===== config.mk =====
export PLATFORM = sky130hd
export DESIGN_NAME = binary_to_roman_numeral
export DESIGN_NICKNAME = d
export VERILOG_FILES = /design/src/sv/b2r_pkg.sv /design/src/sv/binary_to_roman_numeral.sv /design/src/sv/b2r_front.sv /design/src/sv/b2r_queue.sv /design/src/sv/b2r_back.sv
export SDC_FILE = /design/constraint.sdc
export NUM_CORES = 1
export LEC_CHECK = 0
export BUFFER_PORTS_ARGS = -buffer_cell sky130_fd_sc_hd__buf_2
export CORE_UTILIZATION = 35
export DETAILED_ROUTE_END_ITERATION = 6
export GPL_ROUTABILITY_DRIVEN = 0
export HOLD_SLACK_MARGIN = 0.08
export PLACE_DENSITY = 0.54
export SYNTH_ARGS = -nofsm -noshare
export SYNTH_HDL_FRONTEND = slang
export SYNTH_SLANG_ARGS = --single-unit

===== constraint.sdc =====
create_clock -name clk -period 6.7 [get_ports clk]
set_clock_uncertainty 0.05 [all_clocks]
set_input_delay 0 -clock clk [delete_from_list [all_inputs] [get_ports clk]]
set_output_delay 0 -clock clk [all_outputs]
set_load 0.01 [all_outputs]

===== src/sv/b2r_pkg.sv =====
`timescale 1ns / 1ps

package b2r_pkg;

    localparam int unsigned VALUE_W = 14;
    localparam int unsigned CHAR_W  = 7;
    localparam int unsigned DIGIT_W = 4;

    localparam logic [VALUE_W-1:0] LIMIT_ERROR    = 14'd10000;
    localparam logic [VALUE_W-1:0] LIMIT_VINCULUM = 14'd4000;

    localparam logic [VALUE_W-1:0] W_THOU = 14'd1000;
    localparam logic [VALUE_W-1:0] W_HUND = 14'd100;
    localparam logic [VALUE_W-1:0] W_TENS = 14'd10;
    localparam logic [VALUE_W-1:0] W_ONES = 14'd1;

    localparam logic [CHAR_W-1:0] CHAR_NUL   = 7'h00;
    localparam logic [CHAR_W-1:0] CHAR_SPACE = 7'h20;
    localparam logic [CHAR_W-1:0] CHAR_UNDER = 7'h5F;
    localparam logic [CHAR_W-1:0] CHAR_I     = 7'h49;
    localparam logic [CHAR_W-1:0] CHAR_V     = 7'h56;
    localparam logic [CHAR_W-1:0] CHAR_X     = 7'h58;
    localparam logic [CHAR_W-1:0] CHAR_L     = 7'h4C;
    localparam logic [CHAR_W-1:0] CHAR_C     = 7'h43;
    localparam logic [CHAR_W-1:0] CHAR_D     = 7'h44;
    localparam logic [CHAR_W-1:0] CHAR_M     = 7'h4D;

    // one decoded request, front to back
    typedef struct packed {
        logic               err;
        logic               vinc;
        logic [DIGIT_W-1:0] thou;
        logic [DIGIT_W-1:0] hund;
        logic [DIGIT_W-1:0] tens;
        logic [DIGIT_W-1:0] ones;
    } entry_t;

    typedef enum logic [1:0] {
        SEL_ONE  = 2'd0,
        SEL_FIVE = 2'd1,
        SEL_TEN  = 2'd2
    } sym_sel_t;

    // characters a decimal digit takes in a numeral
    function automatic logic [2:0] pat_len(input logic [DIGIT_W-1:0] d);
        logic [2:0] n;
        case (d)
            4'd0:    n = 3'd0;
            4'd1:    n = 3'd1;
            4'd2:    n = 3'd2;
            4'd3:    n = 3'd3;
            4'd4:    n = 3'd2;
            4'd5:    n = 3'd1;
            4'd6:    n = 3'd2;
            4'd7:    n = 3'd3;
            4'd8:    n = 3'd4;
            4'd9:    n = 3'd2;
            default: n = 3'd0;
        endcase
        return n;
    endfunction

    // which symbol of the decade sits at a given position
    function automatic sym_sel_t pat_sym(input logic [DIGIT_W-1:0] d, input logic [1:0] pos);
        sym_sel_t s;
        s = SEL_ONE;
        case (d)
            4'd4:          s = (pos == 2'd0) ? SEL_ONE : SEL_FIVE;
            4'd9:          s = (pos == 2'd0) ? SEL_ONE : SEL_TEN;
            4'd5, 4'd6, 4'd7, 4'd8:
                           s = (pos == 2'd0) ? SEL_FIVE : SEL_ONE;
            default:       s = SEL_ONE;
        endcase
        return s;
    endfunction

endpackage


===== src/sv/binary_to_roman_numeral.sv =====
`timescale 1ns / 1ps

// channel   handshake                 payload
// -------   -----------------------   ---------------------------
// value     value_valid/value_ready   value[13:0]
// char      char_valid/char_ready     char_code[6:0], too_large, last
//
// Front splits a request into decimal digits (take, four digit steps,
// hand-off) and parks it in a 2-entry queue. Back sends one character per
// cycle from a registered output while char_ready allows, plus a load step
// per request; a zero digit passes through with nothing sent.
// Front and back overlap, so a new value is taken while the back still sends.
// Reset (rst_n, async) empties the queue and the output register.
// Either side stalls on its own; char_ready low holds the current character.

module binary_to_roman_numeral
(
    input  logic                        clk,
    input  logic                        rst_n,
    input  logic                        value_valid,
    output logic                        value_ready,
    input  logic [b2r_pkg::VALUE_W-1:0] value,
    output logic                        char_valid,
    input  logic                        char_ready,
    output logic [b2r_pkg::CHAR_W-1:0]  char_code,
    output logic                        too_large,
    output logic                        last
);
    import b2r_pkg::*;

    logic   push, full, pop, empty;
    entry_t push_entry, head;

    b2r_front u_front
    (
        .clk         (clk),
        .rst_n       (rst_n),
        .value_valid (value_valid),
        .value_ready (value_ready),
        .value       (value),
        .push        (push),
        .push_entry  (push_entry),
        .full        (full)
    );

    b2r_queue u_queue
    (
        .clk        (clk),
        .rst_n      (rst_n),
        .push       (push),
        .push_entry (push_entry),
        .full       (full),
        .pop        (pop),
        .head       (head),
        .empty      (empty)
    );

    b2r_back u_back
    (
        .clk        (clk),
        .rst_n      (rst_n),
        .head       (head),
        .empty      (empty),
        .pop        (pop),
        .char_valid (char_valid),
        .char_ready (char_ready),
        .char_code  (char_code),
        .too_large  (too_large),
        .last       (last)
    );

endmodule


===== src/sv/b2r_front.sv =====
`timescale 1ns / 1ps

module b2r_front
(
    input  logic                        clk,
    input  logic                        rst_n,
    input  logic                        value_valid,
    output logic                        value_ready,
    input  logic [b2r_pkg::VALUE_W-1:0] value,
    output logic                        push,
    output b2r_pkg::entry_t             push_entry,
    input  logic                        full
);
    import b2r_pkg::*;

    typedef enum logic [2:0] {
        F_IDLE  = 3'b001,
        F_SPLIT = 3'b010,
        F_PUSH  = 3'b100
    } fstate_t;

    fstate_t              state_reg, state_next;
    logic [VALUE_W-1:0]   rem_reg, rem_next;
    logic [1:0]           idx_reg, idx_next;
    logic                 err_reg, vinc_reg;
    logic [DIGIT_W-1:0]   digit_reg [4];
    logic [VALUE_W-1:0]   weight;
    logic [DIGIT_W-1:0]   dig;
    logic [VALUE_W-1:0]   sub;

    // greedy digit: largest k with k*w <= rem
    function automatic logic [DIGIT_W+VALUE_W-1:0] split_digit(
        input logic [VALUE_W-1:0] rem,
        input logic [VALUE_W-1:0] w
    );
        logic [DIGIT_W-1:0] d;
        logic [VALUE_W-1:0] s;
        d = '0;
        s = '0;
        for (int k = 1; k <= 9; k++)
        begin
            if (rem >= VALUE_W'(k) * w)
            begin
                d = DIGIT_W'(k);
                s = VALUE_W'(k) * w;
            end
        end
        return {d, s};
    endfunction

    always_comb
    begin
        case (idx_reg)
            2'd0:    weight = W_THOU;
            2'd1:    weight = W_HUND;
            2'd2:    weight = W_TENS;
            default: weight = W_ONES;
        endcase
        {dig, sub} = split_digit(rem_reg, weight);
    end

    assign value_ready = (state_reg == F_IDLE);
    assign push        = (state_reg == F_PUSH) && !full;

    assign push_entry.err  = err_reg;
    assign push_entry.vinc = vinc_reg;
    assign push_entry.thou = digit_reg[0];
    assign push_entry.hund = digit_reg[1];
    assign push_entry.tens = digit_reg[2];
    assign push_entry.ones = digit_reg[3];

    always_comb
    begin
        state_next = state_reg;
        rem_next   = rem_reg;
        idx_next   = idx_reg;
        case (state_reg)
            F_IDLE:
            begin
                if (value_valid)
                begin
                    rem_next   = value;
                    idx_next   = 2'd0;
                    state_next = F_SPLIT;
                end
            end
            F_SPLIT:
            begin
                rem_next = rem_reg - sub;
                idx_next = idx_reg + 2'd1;
                if (idx_reg == 2'd3)
                begin
                    state_next = F_PUSH;
                end
            end
            F_PUSH:
            begin
                if (!full)
                begin
                    state_next = F_IDLE;
                end
            end
            default:
            begin
                state_next = F_IDLE;
            end
        endcase
    end

    always_ff @(posedge clk or negedge rst_n)
    begin
        if (!rst_n)
        begin
            state_reg <= F_IDLE;
            idx_reg   <= 2'd0;
        end
        else
        begin
            state_reg <= state_next;
            idx_reg   <= idx_next;
        end
    end

    always_ff @(posedge clk)
    begin
        rem_reg <= rem_next;
        if (state_reg == F_IDLE && value_valid)
        begin
            err_reg  <= (value >= LIMIT_ERROR);
            vinc_reg <= (value >= LIMIT_VINCULUM) && (value < LIMIT_ERROR);
        end
        if (state_reg == F_SPLIT)
        begin
            digit_reg[idx_reg] <= dig;
        end
    end

endmodule


===== src/sv/b2r_queue.sv =====
`timescale 1ns / 1ps

module b2r_queue
(
    input  logic            clk,
    input  logic            rst_n,
    input  logic            push,
    input  b2r_pkg::entry_t push_entry,
    output logic            full,
    input  logic            pop,
    output b2r_pkg::entry_t head,
    output logic            empty
);
    import b2r_pkg::*;

    entry_t     slot_reg [2];
    logic       wr_ptr_reg, wr_ptr_next;
    logic       rd_ptr_reg, rd_ptr_next;
    logic [1:0] count_reg, count_next;

    assign full  = (count_reg == 2'd2);
    assign empty = (count_reg == 2'd0);
    assign head  = slot_reg[rd_ptr_reg];

    always_comb
    begin
        wr_ptr_next = wr_ptr_reg ^ push;
        rd_ptr_next = rd_ptr_reg ^ pop;
        count_next  = count_reg + {1'b0, push} - {1'b0, pop};
    end

    always_ff @(posedge clk or negedge rst_n)
    begin
        if (!rst_n)
        begin
            wr_ptr_reg <= 1'b0;
            rd_ptr_reg <= 1'b0;
            count_reg  <= 2'd0;
        end
        else
        begin
            wr_ptr_reg <= wr_ptr_next;
            rd_ptr_reg <= rd_ptr_next;
            count_reg  <= count_next;
        end
    end

    always_ff @(posedge clk)
    begin
        if (push)
        begin
            slot_reg[wr_ptr_reg] <= push_entry;
        end
    end

endmodule


===== src/sv/b2r_back.sv =====
`timescale 1ns / 1ps

module b2r_back
(
    input  logic                       clk,
    input  logic                       rst_n,
    input  b2r_pkg::entry_t            head,
    input  logic                       empty,
    output logic                       pop,
    output logic                       char_valid,
    input  logic                       char_ready,
    output logic [b2r_pkg::CHAR_W-1:0] char_code,
    output logic                       too_large,
    output logic                       last
);
    import b2r_pkg::*;

    typedef enum logic [8:0] {
        P_IDLE   = 9'b000000001,
        P_ERR    = 9'b000000010,
        P_VOPEN  = 9'b000000100,
        P_THOU   = 9'b000001000,
        P_VCLOSE = 9'b000010000,
        P_HUND   = 9'b000100000,
        P_TENS   = 9'b001000000,
        P_ONES   = 9'b010000000,
        P_SPACE  = 9'b100000000
    } phase_t;

    phase_t             phase_reg, phase_next;
    logic [1:0]         pos_reg, pos_next;
    entry_t             cur_reg, cur_next;
    logic               char_valid_reg, char_valid_next;
    logic [CHAR_W-1:0]  char_code_reg, char_code_next;
    logic               too_large_reg, too_large_next;
    logic               last_reg, last_next;

    logic               out_free;
    logic [DIGIT_W-1:0] digit;
    logic [CHAR_W-1:0]  c_one, c_five, c_ten;
    logic [2:0]         len;
    logic [CHAR_W-1:0]  sym_char;
    phase_t             after_digit;

    assign out_free = !char_valid_reg || char_ready;

    // digit and decade symbols for the current phase
    always_comb
    begin
        digit       = cur_reg.ones;
        c_one       = CHAR_I;
        c_five      = CHAR_V;
        c_ten       = CHAR_X;
        after_digit = P_SPACE;
        case (phase_reg)
            P_THOU:
            begin
                digit = cur_reg.thou;
                if (cur_reg.vinc)
                begin
                    after_digit = P_VCLOSE;
                end
                else
                begin
                    // below 4000 thousands are only M repeats
                    c_one       = CHAR_M;
                    c_five      = CHAR_M;
                    c_ten       = CHAR_M;
                    after_digit = P_HUND;
                end
            end
            P_HUND:
            begin
                digit       = cur_reg.hund;
                c_one       = CHAR_C;
                c_five      = CHAR_D;
                c_ten       = CHAR_M;
                after_digit = P_TENS;
            end
            P_TENS:
            begin
                digit       = cur_reg.tens;
                c_one       = CHAR_X;
                c_five      = CHAR_L;
                c_ten       = CHAR_C;
                after_digit = P_ONES;
            end
            default:
            begin
                after_digit = P_SPACE;
            end
        endcase
        len = pat_len(digit);
        case (pat_sym(digit, pos_reg))
            SEL_FIVE: sym_char = c_five;
            SEL_TEN:  sym_char = c_ten;
            default:  sym_char = c_one;
        endcase
    end

    always_comb
    begin
        phase_next      = phase_reg;
        pos_next        = pos_reg;
        cur_next        = cur_reg;
        pop             = 1'b0;
        char_valid_next = char_valid_reg && !char_ready;
        char_code_next  = char_code_reg;
        too_large_next  = too_large_reg;
        last_next       = last_reg;
        case (phase_reg)
            P_IDLE:
            begin
                if (!empty)
                begin
                    pop      = 1'b1;
                    cur_next = head;
                    pos_next = 2'd0;
                    if (head.err)
                    begin
                        phase_next = P_ERR;
                    end
                    else if (head.vinc)
                    begin
                        phase_next = P_VOPEN;
                    end
                    else
                    begin
                        phase_next = P_THOU;
                    end
                end
            end
            P_ERR:
            begin
                if (out_free)
                begin
                    char_valid_next = 1'b1;
                    char_code_next  = CHAR_NUL;
                    too_large_next  = 1'b1;
                    last_next       = 1'b1;
                    phase_next      = P_IDLE;
                end
            end
            P_VOPEN, P_VCLOSE:
            begin
                if (out_free)
                begin
                    char_valid_next = 1'b1;
                    char_code_next  = CHAR_UNDER;
                    too_large_next  = 1'b0;
                    last_next       = 1'b0;
                    phase_next      = (phase_reg == P_VOPEN) ? P_THOU : P_HUND;
                end
            end
            P_THOU, P_HUND, P_TENS, P_ONES:
            begin
                if (out_free)
                begin
                    // a zero digit just passes through with nothing sent
                    if ({1'b0, pos_reg} < len)
                    begin
                        char_valid_next = 1'b1;
                        char_code_next  = sym_char;
                        too_large_next  = 1'b0;
                        last_next       = 1'b0;
                    end
                    if ({1'b0, pos_reg} + 3'd1 >= len)
                    begin
                        pos_next   = 2'd0;
                        phase_next = after_digit;
                    end
                    else
                    begin
                        pos_next = pos_reg + 2'd1;
                    end
                end
            end
            P_SPACE:
            begin
                if (out_free)
                begin
                    char_valid_next = 1'b1;
                    char_code_next  = CHAR_SPACE;
                    too_large_next  = 1'b0;
                    last_next       = 1'b1;
                    phase_next      = P_IDLE;
                end
            end
            default:
            begin
                phase_next = P_IDLE;
            end
        endcase
    end

    always_ff @(posedge clk or negedge rst_n)
    begin
        if (!rst_n)
        begin
            phase_reg      <= P_IDLE;
            pos_reg        <= 2'd0;
            char_valid_reg <= 1'b0;
        end
        else
        begin
            phase_reg      <= phase_next;
            pos_reg        <= pos_next;
            char_valid_reg <= char_valid_next;
        end
    end

    always_ff @(posedge clk)
    begin
        cur_reg       <= cur_next;
        char_code_reg <= char_code_next;
        too_large_reg <= too_large_next;
        last_reg      <= last_next;
    end

    assign char_valid = char_valid_reg;
    assign char_code  = char_code_reg;
    assign too_large  = too_large_reg;
    assign last       = last_reg;

endmodule

==> results of run 1 <==
[cell usage in the layout (no fill, tap or decap), drive strengths merged, types with 19 or more instances in the layout]
| master | netlist | final |
|---|---|---|
| a21oi | 55 | 55 |
| a31oi | 21 | 21 |
| buf | 7 | 53 |
| dfrtp | 19 | 19 |
| dlygate4sd3 | 0 | 19 |
| edfxtp | 94 | 94 |
| ha | 101 | 101 |
| inv | 42 | 45 |
| nand2 | 65 | 65 |
| nand3 | 23 | 23 |
| nor2 | 63 | 63 |
| nor3 | 26 | 26 |
| o21ai | 77 | 77 |
[synthesized netlist by cell type, types with 5 or more instances]
| library cell | instances |
|---|---|
| o21ai_0 | 72 |
| nand4b_1 | 5 |
| nor2_1 | 63 |
| a22o_1 | 8 |
| o211ai_1 | 7 |
| nand3_1 | 23 |
| o21ai_1 | 5 |
| edfxtp_1 | 94 |
| xor2_1 | 9 |
| a21oi_1 | 55 |
| or2_2 | 7 |
| clkbuf_1 | 21 |
| o31ai_1 | 8 |
| a21o_1 | 12 |
| dfrtp_1 | 19 |
| inv_1 | 42 |
| o22ai_1 | 5 |
| a221oi_1 | 5 |
| a211oi_1 | 5 |
| buf_2 | 5 |
| mux2_2 | 18 |
| nand2b_1 | 15 |
| and2_1 | 10 |
| ha_1 | 101 |
| nor2b_1 | 10 |
| xnor2_1 | 14 |
| a31oi_1 | 19 |
| nand2_1 | 65 |
| nor3_1 | 23 |
[kinds of logic after synthesis]
group | after synthesis
simple gates | 267
compound gates | 261
flops | 115
fa+ha+maj | 103
buf+inv | 70
xor+xnor | 23
mux | 22
[final timing paths]
path | slack (ns) | end | start | depth (start not counted)
setup / recovery | 0.43 | u_front.rem_reg[13]$_DFFE_PP_ | u_front.idx_reg[1]$_DFFE_PN0P_ | 23
min in group asynchronous | 0.60 | u_back.phase_reg[0]$_DFFE_PN1P_ | rst_n | 3
hold reg to reg | 0.39 | u_queue.slot_reg[1][10]$_DFFE_PP_ | u_front.digit_reg[1][2]$_DFFE_PP_ | 0
setup reg to reg | 0.43 | u_front.rem_reg[13]$_DFFE_PP_ | u_front.idx_reg[1]$_DFFE_PN0P_ | 23
hold / removal | 0.35 | u_front.rem_reg[0]$_DFFE_PP_ | value[0] | 4
max in group asynchronous | 4.62 | u_front.idx_reg[0]$_DFFE_PN0P_ | rst_n | 4
[stage by stage]
| stage | instances | instance area [sq um] |
|---|---|---|
| after floorplan | 861 | 8520 |
| after global placement | 1205 | 9140 |
| after detailed placement | 1205 | 9140 |
| after CTS | 1256 | 9930 |
| after global routing | 1256 | 9960 |
| final | 1256 | 9960 |
[per-layer routing]
layer	wire (um)	track usage [%]
met5	0	0
met1	10300	25.3
met4	841	9.25
met3	1380	4.13
met2	11200	32.5
[worst max-delay path, cell delays in order (launching register included)]
cell	delay, ns
dfrtp_1	0.42
ha_1	0.22
buf_4	0.28
ha_1	0.29
a21o_1	0.19
nand2_1	0.15
ha_1	0.22
a21o_1	0.17
a21o_1	0.17
a211o_1	0.33
a221oi_2	0.49
nand2_1	0.31
o32ai_1	0.34
nor3_1	0.12
o221a_2	0.30
ha_1	0.26
nor2b_1	0.12
o21ai_0	0.22
a21oi_1	0.17
o211ai_1	0.27
or3b_2	0.46
a31oi_1	0.22
xnor2_1	0.13
o21ai_0	0.08
[what timing repair did]
action	4_1_cts	5_1_grt
setup endpoints to repair	0	7
gates resized for setup	0	6
endpoints found under the hold margin	47	0
hold buffers	19	0
[cell type report]
type	instances	share of cell area, %
clock buffers	17	4.27
multi-input cells	676	49.5
clock inverters	15	1.80
flip-flops and latches	115	33.6
well taps	319	4.01
inverters	42	1.58
repair buffers	72	5.20
==> reports/qor.yml, run 1 <==
setup_path:
  critPathLaunchType: "register"
  crit_required_ns: 6.78
  crit_type: "reg2reg"
  crit_arrival_ns: 6.35
  end_kind: "register"
  worstPathMaxFanout: 18
yosys:
  synthAdderAreaFrac_pct: 15.3
  synth_top_area_share_pct: 33.1
  async_flop_share_pct: 18.3
  yosysWarnings: 0
  ys_seq_area_share_pct: 39.3
  synth_compound_area_share_pct: 20.4
  synth_ff_type: "edfxtp_1"
  synth-simple-area-share_pct: 16.7
  synth_area_sq_um: 8520
  synthesis.nets: 982
  yosys.area_share.xor_xnor_pct: 2.36
  ys_seq_elements: 115
  synth_area_per_cell_sq_um: 9.90
  synth_top_family_by_area: "compound AO/OA/AOI/OAI gates"
  synth_top_area_cell: "edfxtp_1"
  synthMuxAreaShare_pct: 2.85
  postSynthCellCount: 861
  netlist_top_cells_area: "edfxtp_1 (33%), ha_1 (15%), dfrtp_1 (5.6%), o21ai_0 (4.2%), a21oi_1 (3.2%)"
  synth.distinct_cells: 84
  synth-edff-count: 94
clocking:
  htreeDepth: 4
  cts_buffer_depth: 2
  root_buffer: "clkbuf_16"
  clock_sinks: 115
  cts_setup_buffers: 0
  cts_tree: "yes"
  clk_latency_ns: 0.42
  cts_buffers: 17
  clk_pin_slew_worst_paths_ns: 0.06
die:
  rows: 56
  fp.dieArea_sq_um: 25000
  initial_utilization_pct: 36.0
  coreArea_sq_um: 23700
  die_y_um: 158
  die_x_um: 158
  io_pins: 29
layout:
  ff_latch_area_sq_um: 3350
  final_layout_size_suffix_gt1_share_pct: 14.7
  antenna_cells_inserted: 0
  final_nets: 1045
  syn_to_final_growth_pct: 16.9
  largest_reg_flops: 36
  utilization_pct: 42.1
  multi_input_area_sq_um: 4930
  fillers: 2348
flow_run:
  maxCapViolCount: 0
drt:
  post_drt_wl_per_cell_um: 18.9
  drcViolationCount: 0
  drt-initial-drc-count: 698
  drt_first_pass_iters: 6
  via_count: 7072
  viasPerCell: 5.63
  wl_mm: 23.7
  ant_nets: 0
sta:
  rsz0062_at_grt: "false"
  max_freq_mhz: 160
  fin_crit_ns: 6.27
  timing.hold.ws_ns: 0.353
  period_share_pct: 93.5
  setup_viol: 0
  setup_ws_ns: 0.434
  max-slew-margin-rel_pct: 32.3
  hold_viol: 0
  fin_tns_setup_ns: 0
  worst_pin_slew_ns: 1.02
  slew_violations: 0
grt:
  antenna_found_initial: 0
  grt_use_total_pct: 20.0
  grt_max_degree: 32
  first_global_vias: 6775
  grt_overflow_total: 0
  grt_pass1_wl_mm: 37.3
placement:
  detailedPlace.worstSlack_ns: 0.187
  place_hpwl_mm: 17.6
  io_buffers: 28
run_status:
  outcome: "completed"
hold_path:
  min_path_type: "in2reg"
Power of run 1 is not shown: default switching activity piles up to over one toggle a cycle in this logic, so the estimate is an artifact.
==> run 2, diff against run 1 <==
clock period = 6.8 ns   (was 6.7 ns; I/O delays follow)
==> run 2 against run 1 <==
Core utilization shrank 0.17 points; die area did not move; worst hold slack better by 0.0053 ns; sequential cell count unchanged; clock-buffer cell count increased by 1; critical path type unchanged; final cell count decreased by 0.24%.
==> reports/qor.yml, run 2 (synthesis gave the netlist of run 1 again) <==
placement:
  place_hpwl_mm: 17.6  # +0.14%
  io_buffers: 28  # unchanged
hold_path:
  min_to: "u_front.rem_reg[0]$_DFFE_PP_"
  worstHoldStart: "value[0]"
  min_path_type: "in2reg"
  min_path_cells: 4  # unchanged
die:
  die_x_um: 158  # unchanged
  coreArea_sq_um: 23700  # unchanged
  initial_utilization_pct: 36.0  # unchanged
  fp.dieArea_sq_um: 25000  # unchanged
  die_y_um: 158  # unchanged
  io_pins: 29  # unchanged
  rows: 56  # unchanged
flow_run:
  maxCapViolCount: 0  # unchanged
setup_path:
  end_kind: "register"
  slowest_delay_ns: 0.46  # -0.03 ns
  r2r-start: "u_front.idx_reg[0]$_DFFE_PN0P_"
  critPathTopFamily: "compound AO/OA/AOI/OAI gates"
  crit_slowest_cell: "a221oi_2"
  startpoint: "u_front.idx_reg[0]$_DFFE_PN0P_"
  worstPathMaxFanout: 18  # unchanged
  crit-reg2reg-capture: "u_front.rem_reg[13]$_DFFE_PP_"
  crit_buf_inv: 2  # +1
  path_cells: "buf_4 -> ha_1 -> buf_4 -> ha_1 -> a21o_1 -> nand2_1 -> ha_1 -> a21o_1 -> a21o_1 -> a211o_1 -> a221oi_2 -> nand2_1 -> o32ai_1 -> nor3_1 -> o221a_2 -> ha_1 -> nor2b_1 -> o21ai_0 -> a21oi_1 -> o211ai_1 -> or3b_2 -> a31oi_1 -> xnor2_1 -> o21ai_0"
  critPathLaunchType: "register"
  crit_type: "reg2reg"
  r2r_slack_ns: 0.48  # +0.05 ns
  crit_arrival_ns: 6.39  # +0.04 ns
  rr_worst_depth: 24  # +4.3%
  crit_path_frequent_cell: "ha_1"
  crit_required_ns: 6.87  # +0.09 ns
clocking:
  cts_buffers: 17  # unchanged
  clk_latency_ns: 0.42  # about the same
  cts_tree: "yes"
  cts_buffer_depth: 2  # unchanged
  htreeDepth: 4  # unchanged
  cts_resized: 0  # unchanged
  root_buffer: "clkbuf_16"
  clock_sinks: 115  # unchanged
  clk_pin_slew_worst_paths_ns: 0.06  # about the same
drt:
  drcViolationCount: 0  # unchanged
  wl_mm: 23.6  # -0.60%
  drt_first_pass_iters: 5  # -1
  via_count: 7062  # -0.14%
  viasPerCell: 5.64  # about the same
  ant_nets: 0  # unchanged
  post_drt_wl_per_cell_um: 18.8  # -0.36%
  drt-initial-drc-count: 603  # -14%
layout:
  final_common_cell: "ha_1"
  fillers: 2364  # +0.68%
  final_nets: 1042  # -0.29%
  antenna_cells_inserted: 0  # unchanged
  largest_reg_flops: 36  # unchanged
  final_cell_mix: "ha_1 (101), edfxtp_1 (94), o21ai_0 (72)"
  final_layout_size_suffix_gt1_share_pct: 14.0  # -0.70 points
  syn_to_final_growth_pct: 16.4
sta:
  fin_crit_ns: 6.32  # +0.0521 ns
  period_share_pct: 92.9  # -0.61 points
  worst_pin_slew_ns: 1.06  # +0.0487 ns
  rsz0062_at_grt: "false"
  setup_viol: 0  # unchanged
  max_freq_mhz: 158  # -0.82%
  slew_violations: 0  # unchanged
  max-slew-margin-rel_pct: 29.0  # -3.2 points
  hold_viol: 0  # unchanged
  fin_tns_setup_ns: 0  # unchanged
grt:
  grt_overflow_total: 0  # unchanged
  grt_pass1_wl_mm: 37.3  # -0.20%
  antenna_found_initial: 0  # unchanged
  grt_use_total_pct: 19.8  # -0.15 points
  grt_max_degree: 32  # unchanged
  first_global_vias: 6830  # +0.81%
run_status:
  outcome: "completed"
-- run 2: area by class of cell --
| type | instances | area, sq um | share of cell area (%) |
|---|---|---|---|
| multi-input combinational | 676 | 4900 | 49.4 |
| tap | 319 | 399 | 4.02 |
| timing repair buffer | 69 | 495 | 4.99 |
| clock buffer | 18 | 439 | 4.43 |
| inverter | 42 | 158 | 1.59 |
| clock inverter | 14 | 174 | 1.75 |
| sequential | 115 | 3350 | 33.8 |
-- run 2: metrics by stage --
stage	setup slack (ns)	hold slack, ns	cell area (sq um)	instances	utilization [%]
3_5_place_dp	0.596	-0.0462	9120	1202	38.5
2_1_floorplan	0.845	-0.346	8520	861	-
5_1_grt	0.112	0.371	9920	1253	41.9
3_3_place_gp	0.617	-0.0465	9120	1202	38.5
4_1_cts	0.574	0.350	9920	1253	41.9
6_report	0.482	0.359	9920	1253	41.9
-- run 2: what timing repair did --
action	4_1_cts	5_1_grt
hold buffers	19	0
setup buffers	0	0
endpoints found under the hold margin	45	0
-- run 2: per-layer routing --
metal,track usage [%],routed length (um),share of wire [%],vias to the layer above
li1,-,-,-,3433
met1,24.6,10300,43,3311
met2,32.7,10900,46,258
met3,3.61,1340,5.7,60
met4,10.2,1130,4.8,0
met5,0,0,0,-
-- run 2: worst max path at each step --
stage | to | slack (ns) | depth (start not counted)
after CTS | u_front.rem_reg[13]$_DFFE_PP_ | 0.57 | 25
final | u_front.rem_reg[13]$_DFFE_PP_ | 0.48 | 24
after floorplan | u_front.rem_reg[12]$_DFFE_PP_ | 0.84 | 27
after global placement | u_front.rem_reg[13]$_DFFE_PP_ | 0.62 | 23
after global routing | u_front.rem_reg[13]$_DFFE_PP_ | 0.11 | 25
after detailed placement | u_front.rem_reg[13]$_DFFE_PP_ | 0.60 | 25
-- run 2: worst min-delay path, cell delays in order --
cell and delay [ns]:
dlygate4sd3_1 0.52, buf_2 0.09, nand2_1 0.04, o21ai_0 0.05
Power of run 2 is left out for the same reason.
==> run 3, diff against run 2 <==
RECOVER_POWER = 50   (was not set)
==> run 3 against run 2 <==
Fmax grew 0.30%; final area shrank 0.34%; sequential cell count stayed put; core utilization down 0.14 points; first-iteration DRC count is 9.0% higher; critical endpoint unchanged; final cell count did not move; largest cell class unchanged; non-clock buffer count is the same; wire length down 0.12%; register-to-register slack better by 0.02 ns; global-route usage stayed put; the flow now finishes with violations (capacitance limit, slew limit); highest routed layer unchanged; worst setup slack improved by 0.019 ns.
==> reports/qor.yml, run 3 (synthesis gave the netlist of run 1 again) <==
run_status:
  outcome: "finished, violations left"
  violations: "capacitance limit, slew limit"
placement:
  detailedPlace.worstSlack_ns: 0.596  # unchanged
  place_inst: 1202  # unchanged
  place_hpwl_mm: 17.6  # unchanged
  io_buffers: 28  # unchanged
sta:
  max-slew-margin-rel_pct: -13.7  # -43 points
  fin_tns_setup_ns: 0  # unchanged
  slew_violations: 32  # +32
  timing.hold.ws_ns: 0.358  # -0.000216 ns
  worst_pin_slew_ns: 1.71  # +0.640 ns
  fin_crit_ns: 6.30  # -0.0192 ns
  setup_viol: 0  # unchanged
  setup_ws_ns: 0.501  # +0.0192 ns
  hold_viol: 0  # unchanged
  rsz0062_at_grt: "false"
  max_freq_mhz: 159  # +0.30%
  period_share_pct: 92.6  # -0.28 points
setup_path:
  critPathLaunchType: "register"
  worstPathMaxFanout: 18  # unchanged
  crit_arrival_ns: 6.34  # -0.05 ns
  crit_required_ns: 6.84  # -0.03 ns
  crit_type: "reg2reg"
  end_kind: "register"
layout:
  final_layout_size_suffix_gt1_share_pct: 12.0  # -2.0 points
  layout.cells.non_filler: 1253  # unchanged
  syn_to_final_growth_pct: 16.0
  largest_reg_flops: 36  # unchanged
  final_cell_mix: "ha_1 (101), edfxtp_1 (94), o21ai_0 (72)"
  antenna_cells_inserted: 0  # unchanged
  final_nets: 1042  # unchanged
  final_common_cell: "ha_1"
drt:
  via_count: 7053  # -0.13%
  post_drt_wl_per_cell_um: 18.8  # -0.12%
  drt_first_pass_iters: 5  # unchanged
  drt-initial-drc-count: 657  # +9.0%
  wl_mm: 23.5  # -0.12%
  viasPerCell: 5.63  # -0.13%
  ant_nets: 0  # unchanged
  drcViolationCount: 0  # unchanged
grt:
  antenna_found_initial: 0  # unchanged
  grt_overflow_total: 0  # unchanged
  grt_pass1_wl_mm: 37.3  # unchanged
  grt_use_total_pct: 19.8  # unchanged
  first_global_vias: 6830  # unchanged
  grt_max_degree: 32  # unchanged
hold_path:
  min_path_type: "in2reg"
die:
  rows: 56  # unchanged
  fp.dieArea_sq_um: 25000  # unchanged
  die_y_um: 158  # unchanged
  io_pins: 29  # unchanged
  coreArea_sq_um: 23700  # unchanged
  initial_utilization_pct: 36.0  # unchanged
  die_x_um: 158  # unchanged
clocking:
  cts_tree: "yes"
  clk_pin_slew_worst_paths_ns: 0.06  # about the same
  clock_sinks: 115  # unchanged
  root_buffer: "clkbuf_16"
  cts_resized: 0  # unchanged
  clk_latency_ns: 0.42  # about the same
  htreeDepth: 4  # unchanged
  cts_buffer_depth: 2  # unchanged
  cts_buffers: 17  # unchanged
flow_run:
  maxCapViolCount: 1  # +1
-- run 3: worst paths after layout --
path                                                endpoint  slack (ns)                         startpoint  depth (start not counted)
setup reg to reg               u_front.rem_reg[13]$_DFFE_PP_        0.50     u_front.idx_reg[0]$_DFFE_PN0P_                         24
min in group asynchronous    u_back.phase_reg[0]$_DFFE_PN1P_        0.70                              rst_n                          3
hold / removal                  u_front.rem_reg[0]$_DFFE_PP_        0.36                           value[0]                          4
max in group asynchronous   u_front.state_reg[1]$_DFFE_PN0P_        4.63                              rst_n                          4
setup / recovery               u_front.rem_reg[13]$_DFFE_PP_        0.50     u_front.idx_reg[0]$_DFFE_PN0P_                         24
hold reg to reg            u_queue.slot_reg[1][11]$_DFFE_PP_        0.39  u_front.digit_reg[1][3]$_DFFE_PP_                          0
-- run 3: worst max-delay path, stage by stage, from the launching register on --
cell and delay (ns):
dfrtp_1 0.34, buf_4 0.20, ha_1 0.19, buf_4 0.26, ha_1 0.27, a21o_1 0.19
nand2_1 0.19, ha_1 0.24, a21o_1 0.18, a21o_1 0.17, a211o_1 0.32, a221oi_2 0.45
nand2_1 0.30, o32ai_1 0.34, nor3_1 0.11, o221a_2 0.30, ha_1 0.26, nor2b_1 0.12
o21ai_0 0.21, a21oi_1 0.15, o211ai_1 0.24, or3b_2 0.46, a31oi_1 0.20, xnor2_1 0.13
o21ai_0 0.08
-- run 3: area by class of cell --
class                   count  area (sq um)
multi-input cells         676          4890
well taps                 319           399
flip-flops and latches    115          3350
repair buffers             69           475
clock inverters            14           174
inverters                  42           158
fillers                  2373         13800
clock buffers              18           439
-- run 3: metal layers --
| layer | GRT usage (%) | up-vias | wire (um) |
|---|---|---|---|
| met2 | 32.7 | 249 | 10800 |
| met4 | 10.2 | 0 | 1140 |
| li1 | - | 3438 | - |
| met5 | 0 | - | 0 |
| met1 | 24.6 | 3306 | 10300 |
| met3 | 3.61 | 60 | 1350 |
-- run 3: through the flow --
stage          instance area [sq um]  utilization, %
6_report                        9890            41.7
3_5_place_dp                    9120            38.5
2_1_floorplan                   8520               -
5_1_grt                         9890            41.7
4_1_cts                         9920            41.9
3_3_place_gp                    9120            38.5
-- run 3: timing repair --
| item | 4_1_cts | 5_1_grt |
|---|---|---|
| hold buffers | 19 | 0 |
| endpoints found under the hold margin | 45 | 0 |
| setup buffers | 0 | 0 |
Power of run 3 is left out for the same reason.
